==> config.mk <==
export PLATFORM = sky130hd
export DESIGN_NAME = ltiu_ram
export DESIGN_NICKNAME = d
export VERILOG_FILES = /design/src/sv/ltiu_ram.sv
export SDC_FILE = /design/constraint.sdc
export NUM_CORES = 2
export LEC_CHECK = 0
export BUFFER_PORTS_ARGS = -buffer_cell sky130_fd_sc_hd__buf_2
export CELL_PAD_IN_SITES_DETAIL_PLACEMENT = 1
export CELL_PAD_IN_SITES_GLOBAL_PLACEMENT = 2
export CORE_ASPECT_RATIO = 1.5
export CORE_MARGIN = 8
export CORE_UTILIZATION = 55
export DETAILED_ROUTE_END_ITERATION = 10
export PLACE_DENSITY = 0.92
export REMOVE_ABC_BUFFERS = 1
export SLEW_MARGIN = 20
export SYNTH_ARGS = -nofsm -noshare
export SYNTH_HDL_FRONTEND = slang
export SYNTH_SLANG_ARGS = --single-unit
==> constraint.sdc <==
create_clock -name clk -period 14.9 [get_ports clk]
set_input_delay 2.98 -clock clk [delete_from_list [all_inputs] [get_ports clk]]
set_output_delay 2.98 -clock clk [all_outputs]
set_load 0.03 [all_outputs]
==> src/sv/ltiu_ram.sv <==
// Generic single-write, single-read RAM with registered read data.
// No dependencies.
module ltiu_ram #(
    parameter int WIDTH = 64,
    parameter int DEPTH = 64
) (
    input  logic                     clk,
    input  logic                     we,
    input  logic [$clog2(DEPTH)-1:0] waddr,
    input  logic [WIDTH-1:0]         wdata,
    input  logic                     re,
    input  logic [$clog2(DEPTH)-1:0] raddr,
    output logic [WIDTH-1:0]         rdata
);

    logic [WIDTH-1:0] mem [DEPTH];
    logic [WIDTH-1:0] rdata_reg;

    always_ff @(posedge clk)
    begin
        if (we)
        begin
            mem[waddr] <= wdata;
        end
        if (re)
        begin
            rdata_reg <= mem[raddr];
        end
    end

    assign rdata = rdata_reg;

endmodule

==> results.tsv <==
stage	metric	value	unit
power_and_ir_drop	Gate power share	0.049	
clock_network	CTS Hold Bufs	0	
clock_network	Clock Root Buffer	clkbuf_16	
die	top-level I/O count	143	
clock_network	CTS sink cnt	4160	
sta	final hold viol count	0	
global_route	gr ovfl total	0	
cells_and_area	Layout area overhead	11.34	%
die	Die Span Y	670.3	um
sta	worst-margin pin slew	1.536	ns
logic_synthesis	Synth Register Bits	4160	
die	initial core utilization	0.5521	
place	Placed Cells	10329	
routing	via count	84789	
worst_setup_path	Crit-path slowest cell	buf_4	
logic_synthesis	Synth top area share	0.7957	
sta	fin crit share	0.4522	
worst_setup_path	CP Data Required Time	15.48	ns
outcome	failing checks	max-slew violations	
sta	f_max	148.4	MHz
die	Core ar.	284400	um^2
clock_network	TritonCTS clock tree	done	
outcome	status	finished with violations	
worst_setup_path	WS Path Type	in2reg	
job	max_cap viols	0	
place	Post-DP HPWL	246.6	mm
routing	initial DRC count	16433	
sta	final setup vio count	0	
global_route	initial antenna violation count	32	
power_and_ir_drop	switching share of power	0.2309	
power_and_ir_drop	leakage	0.05411	uW
logic_synthesis	Synth Cell Area	157000	um^2
worst_setup_path	Buf/Inv on CP	4	
cells_and_area	number of fillers in the final layout	22314	
die	Die X	452.2	um
power_and_ir_drop	switching power	5579	uW
logic_synthesis	syn_area_per_cell	23.79	um^2
worst_setup_path	CP delay by family, top	buffers and inverters	
routing	final antenna-violating net count	0	
clock_network	cts bufs inserted	359	
logic_synthesis	cell count after synthesis	6598	
place	number of buffers added on ports	142	
clock_network	htree depth	5	
logic_synthesis	Netlist cell types	32	
logic_synthesis	top post-synthesis cells by area	edfxtp_1 80%, mux4_2 15%, mux2i_1 0.86%	
cells_and_area	final std cells w/o fill	11007	
sta	RSZ-0062 raised after global routing	false	
worst_setup_path	critical path, cell by cell	buf_8 > buf_4 > buf_4 > buf_4 > mux4_2 > or3_1 > a41oi_1 > a211oi_1	
logic_synthesis	synth warn	0	
cells_and_area	proportion of layout cells with a drive suffix above 1	0.2789	
sta	setup tns final	0	ns
routing	DR pass1 iterations	6	
clock_network	CTS Buffer Depth	4	
power_and_ir_drop	Max VDD drop	0.1153	mV
power_and_ir_drop	Int Pwr	18580	uW
place	gpl congestion	0.8018	
sta	final worst slack	8.162	ns
cells_and_area	Layout Nets	7021	
worst_setup_path	CP startpoint kind	input port	
global_route	gr usage total	0.3266	
sta	clock skew	0.06095	ns
global_route	largest net degree at the start of global routing	143	
logic_synthesis	post-synthesis sequential area ratio	0.7957	
min_path	Worst Hold Class	reg2reg	
logic_synthesis	dominant synthesized flop cell	edfxtp_1	
clock_network	worst-skew pair later-pin latency	0.94	ns
routing	Post-Route WL	542.4	mm
worst_setup_path	WP data arrival	7.31	ns
worst_setup_path	Crit Path Max Fanout	52	
die	Row Count	240	
worst_setup_path	CP dominant cell by count	buf_4	
logic_synthesis	Post-synth EDFFs	4160	
cells_and_area	post-route cell area	174800	um^2
place	Place WS	7.466	ns
clock_network	Post-CTS Setup Bufs	0	
die	Die ar.	303100	um^2
logic_synthesis	ys async rst share	0	
worst_setup_path	Worst Setup End Kind	flip-flop	
logic_synthesis	leading area contributor after synthesis	edfxtp_1	
clock_network	CTS resizes	0	
routing	drt wl/cell	49.28	um
routing	Post-route DRC	0	
cells_and_area	Largest register FFs	4096	
sta	clock period minus final worst setup slack	6.738	ns
place	placed inst area	163000	um^2
worst_setup_path	slowest stage delay, CP	0.88	ns
clock_network	Worst-path clk slew	0.07	ns
routing	vias per cell	7.703	
sta	slew margin rel.	-0.02423	
cells_and_area	post-layout util	0.6147	
global_route	vias in the first global route	85491	
power_and_ir_drop	Pwr Density	138.2	nW/um^2
power_and_ir_drop	Reg power frac	0.539	
sta	Final Slew Violations	35	
power_and_ir_drop	clock power share	0.411	
global_route	first-pass GRT wire length	689.1	mm
final timing paths:
path | depth (start not counted) | slack, ns | from | to
worst max register to register | 5 | 12.24 | mem[63][41] | rdata[41]
worst max-delay path | 8 | 8.16 | raddr[2] | rdata[53]
worst min-delay path | 4 | 0.97 | mem[52][44] | rdata[44]
worst min register to register | 4 | 0.97 | mem[52][44] | rdata[44]
synth_stat cells (18+ instances only):
library cell	number
edfxtp_1	4160
mux4_2	1024
buf_2	170
a22oi_1	168
clkbuf_1	140
mux2i_1	135
nor2_1	112
a22o_1	88
o22ai_1	83
and3_1	64
a211oi_1	63
nand2_1	58
nand3_1	45
o221ai_1	38
buf_4	34
or3_1	29
nor2b_1	28
or2_2	28
a41oi_1	26
buf_1	20
a2bb2oi_1	19
inv_1	19
a31oi_1	18
metal layers:
| metal | part of all wire | track usage | up-vias |
|---|---|---|---|
| met3 | 0.14 | 0.08162 | 2871 |
| met5 | 0.00027 | 0 | - |
| li1 | - | - | 29139 |
| met2 | 0.47 | 0.5334 | 9916 |
| met4 | 0.099 | 0.2183 | 18 |
| met1 | 0.29 | 0.3859 | 42845 |
cell type report:
type	instances	area, um^2	area share
antenna	27	67.56	0.0003865
clock buffer	424	9376	0.05364
clock inverter	224	2280	0.01304
inverter	19	71.32	0.0004080
multi-input combinational	2049	30780	0.1761
sequential	4160	124900	0.7147
tap	3751	4693	0.02685
timing repair buffer	353	2608	0.01492
power groups by stage:
stage | clock network [uW] | registers [uW] | logic [uW]
global route | 10200 | 13000 | 1210
CTS | 9680 | 13000 | 1140
finish | 9930 | 13000 | 1200
global placement | 0 | 13300 | 1040
floorplan | 0 | 13300 | 472
detailed placement | 0 | 13300 | 1100
layout by cell type (no fill, tap or decap), types with 56 or more instances in the layout:
cell       count
a211oi_1      63
a22o_1        88
a22oi_1      168
and3_1        64
buf_2        127
buf_4        206
clkbuf_1      58
clkbuf_16    366
clkinv_1      58
clkinv_2      76
edfxtp_1    4160
mux2i_1      135
mux4_2      1024
nand2_1       56
nor2_4        64
o22ai_1       83
tightest hold or removal path, stage by stage (launching register included):
cell and delay, ns:
edfxtp_1 0.32, mux4_2 0.24, a22oi_1 0.07, nand3_1 0.08
and3_1 0.16
per-stage QoR:
| step | total power [uW] | hold WS [ns] |
|---|---|---|
| floorplan | 13760 | 0.8648 |
| detailed placement | 14380 | 0.9277 |
| global route | 24410 | 1.029 |
| finish | 24160 | 0.9729 |
| global placement | 14310 | 0.9201 |
| CTS | 23850 | 0.9660 |
cell families after synthesis:
family,Yosys count,share of synthesized area
flip-flops,4160,0.7957
multiplexers,1159,0.1555
AO/OA/AOI/OAI,504,0.02467
buffers and inverters,389,0.01176
AND/OR/NAND/NOR,386,0.01235
Note: power is estimated with default switching activity, not from simulation.
