==> config.mk <==
export PLATFORM = sky130hd
export DESIGN_NAME = ltiu_div_cell
export DESIGN_NICKNAME = d
export VERILOG_FILES = /design/src/sv/ltiu_pkg.sv /design/src/sv/ltiu_div_cell.sv
export SDC_FILE = /design/constraint.sdc
export NUM_CORES = 1
export LEC_CHECK = 0
export BUFFER_PORTS_ARGS = -buffer_cell sky130_fd_sc_hd__buf_2
export CAP_MARGIN = 15
export CORE_ASPECT_RATIO = 1.4
export CORE_MARGIN = 2
export CORE_UTILIZATION = 46
export DETAILED_ROUTE_END_ITERATION = 10
export PLACE_DENSITY = 0.78
export SLEW_MARGIN = 20
export SYNTH_ARGS = -nofsm -noshare
export SYNTH_HDL_FRONTEND = slang
export SYNTH_SLANG_ARGS = --single-unit
==> constraint.sdc <==
create_clock -name clk -period 0.8 [get_ports clk]
set_clock_uncertainty 0.15 [all_clocks]
set_input_delay 0 -clock clk [delete_from_list [all_inputs] [get_ports clk]]
set_output_delay 0 -clock clk [all_outputs]
set_load 0.1 [all_outputs]
==> src/sv/ltiu_pkg.sv <==
// Shared constants for the linear table interpolation unit.
// Holds the field widths, command codes, region codes and the APB register map.
// Has no dependencies.
package ltiu_pkg;

    localparam int unsigned DataWidth   = 32;
    localparam int unsigned CountWidth  = 7;
    localparam int unsigned IndexWidth  = 6;
    localparam int unsigned RegionWidth = 3;
    localparam int unsigned ApbAddrWidth = 2;

    localparam logic CMD_WRITE = 1'b0;
    localparam logic CMD_QUERY = 1'b1;

    localparam logic [RegionWidth-1:0] REGION_INTERIOR   = 3'd0;
    localparam logic [RegionWidth-1:0] REGION_CLAMP_LOW  = 3'd1;
    localparam logic [RegionWidth-1:0] REGION_CLAMP_HIGH = 3'd2;
    localparam logic [RegionWidth-1:0] REGION_ZERO_WIDTH = 3'd3;
    localparam logic [RegionWidth-1:0] REGION_TOO_FEW    = 3'd4;

    localparam logic [ApbAddrWidth-1:0] ADDR_POINT_COUNT = 2'd0;

endpackage

==> src/sv/ltiu_div_cell.sv <==
// One restoring-division cell: develops one quotient bit and hands on the partial remainder.
// Depends on ltiu_pkg for the data width.
module ltiu_div_cell #(
    parameter int FRAC_BITS = 16
) (
    input  logic                           clk,
    input  logic                           rst_n,
    input  logic                           in_valid,
    input  logic [ltiu_pkg::DataWidth:0]   in_rem,
    input  logic [FRAC_BITS-1:0]           in_quot,
    input  logic [ltiu_pkg::DataWidth:0]   divisor,
    output logic                           out_valid,
    output logic [ltiu_pkg::DataWidth:0]   out_rem,
    output logic [FRAC_BITS-1:0]           out_quot
);

    localparam int RW = ltiu_pkg::DataWidth + 1;

    logic          valid_reg;
    logic [RW-1:0] rem_reg;
    logic [RW-1:0] rem_next;
    logic [RW-1:0] rem_dbl;
    logic [FRAC_BITS-1:0] quot_reg;
    logic [FRAC_BITS-1:0] quot_next;
    logic          ge;

    // remainder stays below the divisor, so doubling never overflows
    always_comb
    begin
        rem_dbl   = {in_rem[RW-2:0], 1'b0};
        ge        = (rem_dbl >= divisor);
        rem_next  = ge ? (rem_dbl - divisor) : rem_dbl;
        quot_next = {in_quot[FRAC_BITS-2:0], ge};
    end

    always_ff @(posedge clk or negedge rst_n)
    begin
        if (!rst_n)
        begin
            valid_reg <= 1'b0;
        end
        else
        begin
            valid_reg <= in_valid;
        end
    end

    always_ff @(posedge clk)
    begin
        rem_reg  <= rem_next;
        quot_reg <= quot_next;
    end

    assign out_valid = valid_reg;
    assign out_rem   = rem_reg;
    assign out_quot  = quot_reg;

endmodule

==> impl_metrics.json <==
{
  "status": "complete, but fails checks",
  "ys_ff_latch": 50,
  "worstSetupStartpoint": "in_rem[0]",
  "path_class": "in2reg",
  "vdd_drop_max_v": 0.00178,
  "cp_cell_sequence": "buf_2 > inv_1 > fa_1 > nor2b_2 > o31a_1 > o21a_2 > a22oi_2 > o21ai_0 > buf_4 > mux2i_1 > o211ai_1 > mux2_4",
  "dp_slack_ns": -1.85,
  "antenna_cells": 0,
  "tightest_slew_ns": 0.452,
  "rsz0062_at_grt": "true",
  "wl_per_cell_microns": 17.0,
  "setup.worst_path.end_class": "flip-flop",
  "fmax_mhz": 425,
  "post-route-period-util_pct": 294,
  "grt_usage_pct": 28.5,
  "synth_nets": 525,
  "drc_errors": 0,
  "synth_edf_count": 0,
  "layout_common_cells": "buf_4 (105), buf_2 (81), buf_12 (53)",
  "cts-root-buf": "clkbuf_8",
  "power_density_nw_per_um2": 1910,
  "die_x_microns": 80.2,
  "worst_path_max_delay_cell": "fa_1",
  "dr.pass1.iters": 5,
  "slew_violations": 0,
  "io-pin-count": 135,
  "hold_buffers": 19,
  "wl_mm": 12.9,
  "synth.avg_cell_area_sq_um": 9.22,
  "final_layout_size_suffix_gt1_share_pct": 57.6,
  "numPortBuffers": 132,
  "htreeDepth": 2,
  "wl_met1_mm": 4.35,
  "crit_buf_inv": 3,
  "dieArea_sq_um": 8880,
  "yosys_warnings": 0,
  "clk_pin_slew_ns": 0.11,
  "cp.depth": 12,
  "synth-seq-area-share_pct": 26.9,
  "syn_inst": 406,
  "hpwl_mm": 9.15,
  "fin_crit_ns": 2.35,
  "synth_area_leaders": "dfxtp_1 (26%), ha_1 (11%), mux2_4 (11%), xnor2_1 (4.2%), inv_1 (4.1%)",
  "grt_pass1_vias": 4504,
  "routed.top_layer": "met4",
  "numCtsBuffers": 5,
  "critPathArrivalTime_ns": 2.40,
  "die_y_microns": 111,
  "grt_pass1_wl_mm": 20.3,
  "cap_violations": 0,
  "area_growth_pct": 75.7,
  "critPathTopFamily": "compound AO/OA/AOI/OAI gates",
  "holdCritPathClass": "in2reg",
  "dr_wl_met2_mm": 7.02,
  "initial_core_util_pct": 47.7,
  "setup_viol_count_final": 84,
  "wl_met3_microns": 902,
  "crit_path_end": "out_rem[30]",
  "n_fill_cell": 423,
  "hold_viol_final": 33,
  "fin_nets": 773,
  "maxSlewHeadroom_pct": 69.6,
  "ys_types": 66,
  "clockBufferDepth": 2,
  "cp.required_ns": 0.85,
  "max_stage_delay_ns": 0.45,
  "grt_antenna_before_repair": 0,
  "post-synth-top-area-fraction_pct": 26.2,
  "drt_iter0_markers": 258,
  "viasPerCell": 5.55,
  "whs_ns": -0.223,
  "p_leak_nw": 3.24,
  "row_count": 38,
  "cts_sinks": 50,
  "gp_congestion": 0.883,
  "final_util_pct": 83.8,
  "num_vias": 4188,
  "yosysTopAreaCell": "dfxtp_1",
  "netlist_area_sq_um": 3740,
  "grt_max_degree": 18,
  "post_dp_cell_area_sq_um": 6020,
  "async_reset_ff_share_pct": 2.00,
  "synth_flop_cell": "dfxtp_1",
  "cts_tree": "yes",
  "core_area_sq_um": 7850,
  "overflow": 0,
  "mostFrequentLayoutCell": "buf_4",
  "setup_ws_ns": -1.55,
  "start_kind": "primary input",
  "finalInstanceArea_sq_um": 6580,
  "cp_max_fo": 4,
  "violations": "hold timing, setup timing",
  "ant_nets": 0
}
[repair_timing]
action,in CTS,in global routing
gates resized for setup,41,11
pin swaps,4,4
hold endpoints to repair,49,33
buffers inserted,5,2
setup endpoints to repair,84,85
gates cloned,1,1
[report_power, final]
part	internal, W	leakage, nW	switching [W]
clock	0.000619	0.0374	0.000900
combinational	0.00341	2.78	0.00440
sequential	0.00293	0.425	0.000297
total	0.00695	3.24	0.00560
[routing by layer]
metal  track usage (%)  vias to the layer above
li1                  -                     1945
met1              27.6                     1931
met2              55.4                      245
met3              5.70                       67
met4              12.5                        0
met5                 0                        -
[through the flow]
| step | cells | total power, W | TNS (ns) |
|---|---|---|---|
| 2_1_floorplan | 406 | 0.00776 | -57.73 |
| 3_3_place_gp | 720 | 0.0104 | -57.05 |
| 3_5_place_dp | 720 | 0.0105 | -61.52 |
| 4_1_cts | 753 | 0.0124 | -57.10 |
| 5_1_grt | 755 | 0.0131 | -62.21 |
| 6_report | 755 | 0.0126 | -58.35 |
[registers in the layout, summed over array words and instances, names as in the netlist]
name and cells:
out_valid 1, out_rem 33, out_quot 16
[worst min path at each step]
stage / cells past startpoint / startpoint / endpoint / slack (ns)
6_report: 2 / in_rem[11] / out_rem[12] / -0.22
5_1_grt: 2 / in_rem[15] / out_rem[16] / -0.23
4_1_cts: 2 / in_rem[11] / out_rem[12] / -0.22
3_5_place_dp: 1 / rst_n / out_valid / -0.37
3_3_place_gp: 1 / rst_n / out_valid / -0.38
2_1_floorplan: 0 / rst_n / out_valid / -0.45
[cell usage after synthesis (4+ instances only)]
library cell  number
nor2b_1            4
mux2_4            27
xor2_1             7
o21a_1             6
mux2_2             4
nand2_1           24
a21oi_1           30
xnor2_1           18
and4_1             5
dfxtp_1           49
ha_1              33
clkbuf_1           8
nand3_1           13
nand4_1            4
a21o_2             4
o21ai_1            4
inv_1             41
a211oi_1           8
a21o_1            17
nor2_1            19
o21ai_0           12
[cell type report]
| cell class | instances | area (sq um) | share of cell area (%) |
|---|---|---|---|
| multi-input combinational | 295 | 2600 | 39.5 |
| timing repair buffer | 261 | 2530 | 38.4 |
| sequential | 50 | 1070 | 16.3 |
| inverter | 41 | 166 | 2.53 |
| tap | 100 | 125 | 1.90 |
| clock buffer | 6 | 72.6 | 1.10 |
| clock inverter | 2 | 15.0 | 0.228 |
[logic make-up after synthesis]
family	after synthesis	synth area share, %
compound gates	113	21.0
simple gates	89	12.3
buf+inv	61	9.50
mux	34	12.8
xor+xnor	25	5.85
flops	50	26.9
fa+ha+maj	34	11.6
Power figures use the tool's default switching activity.
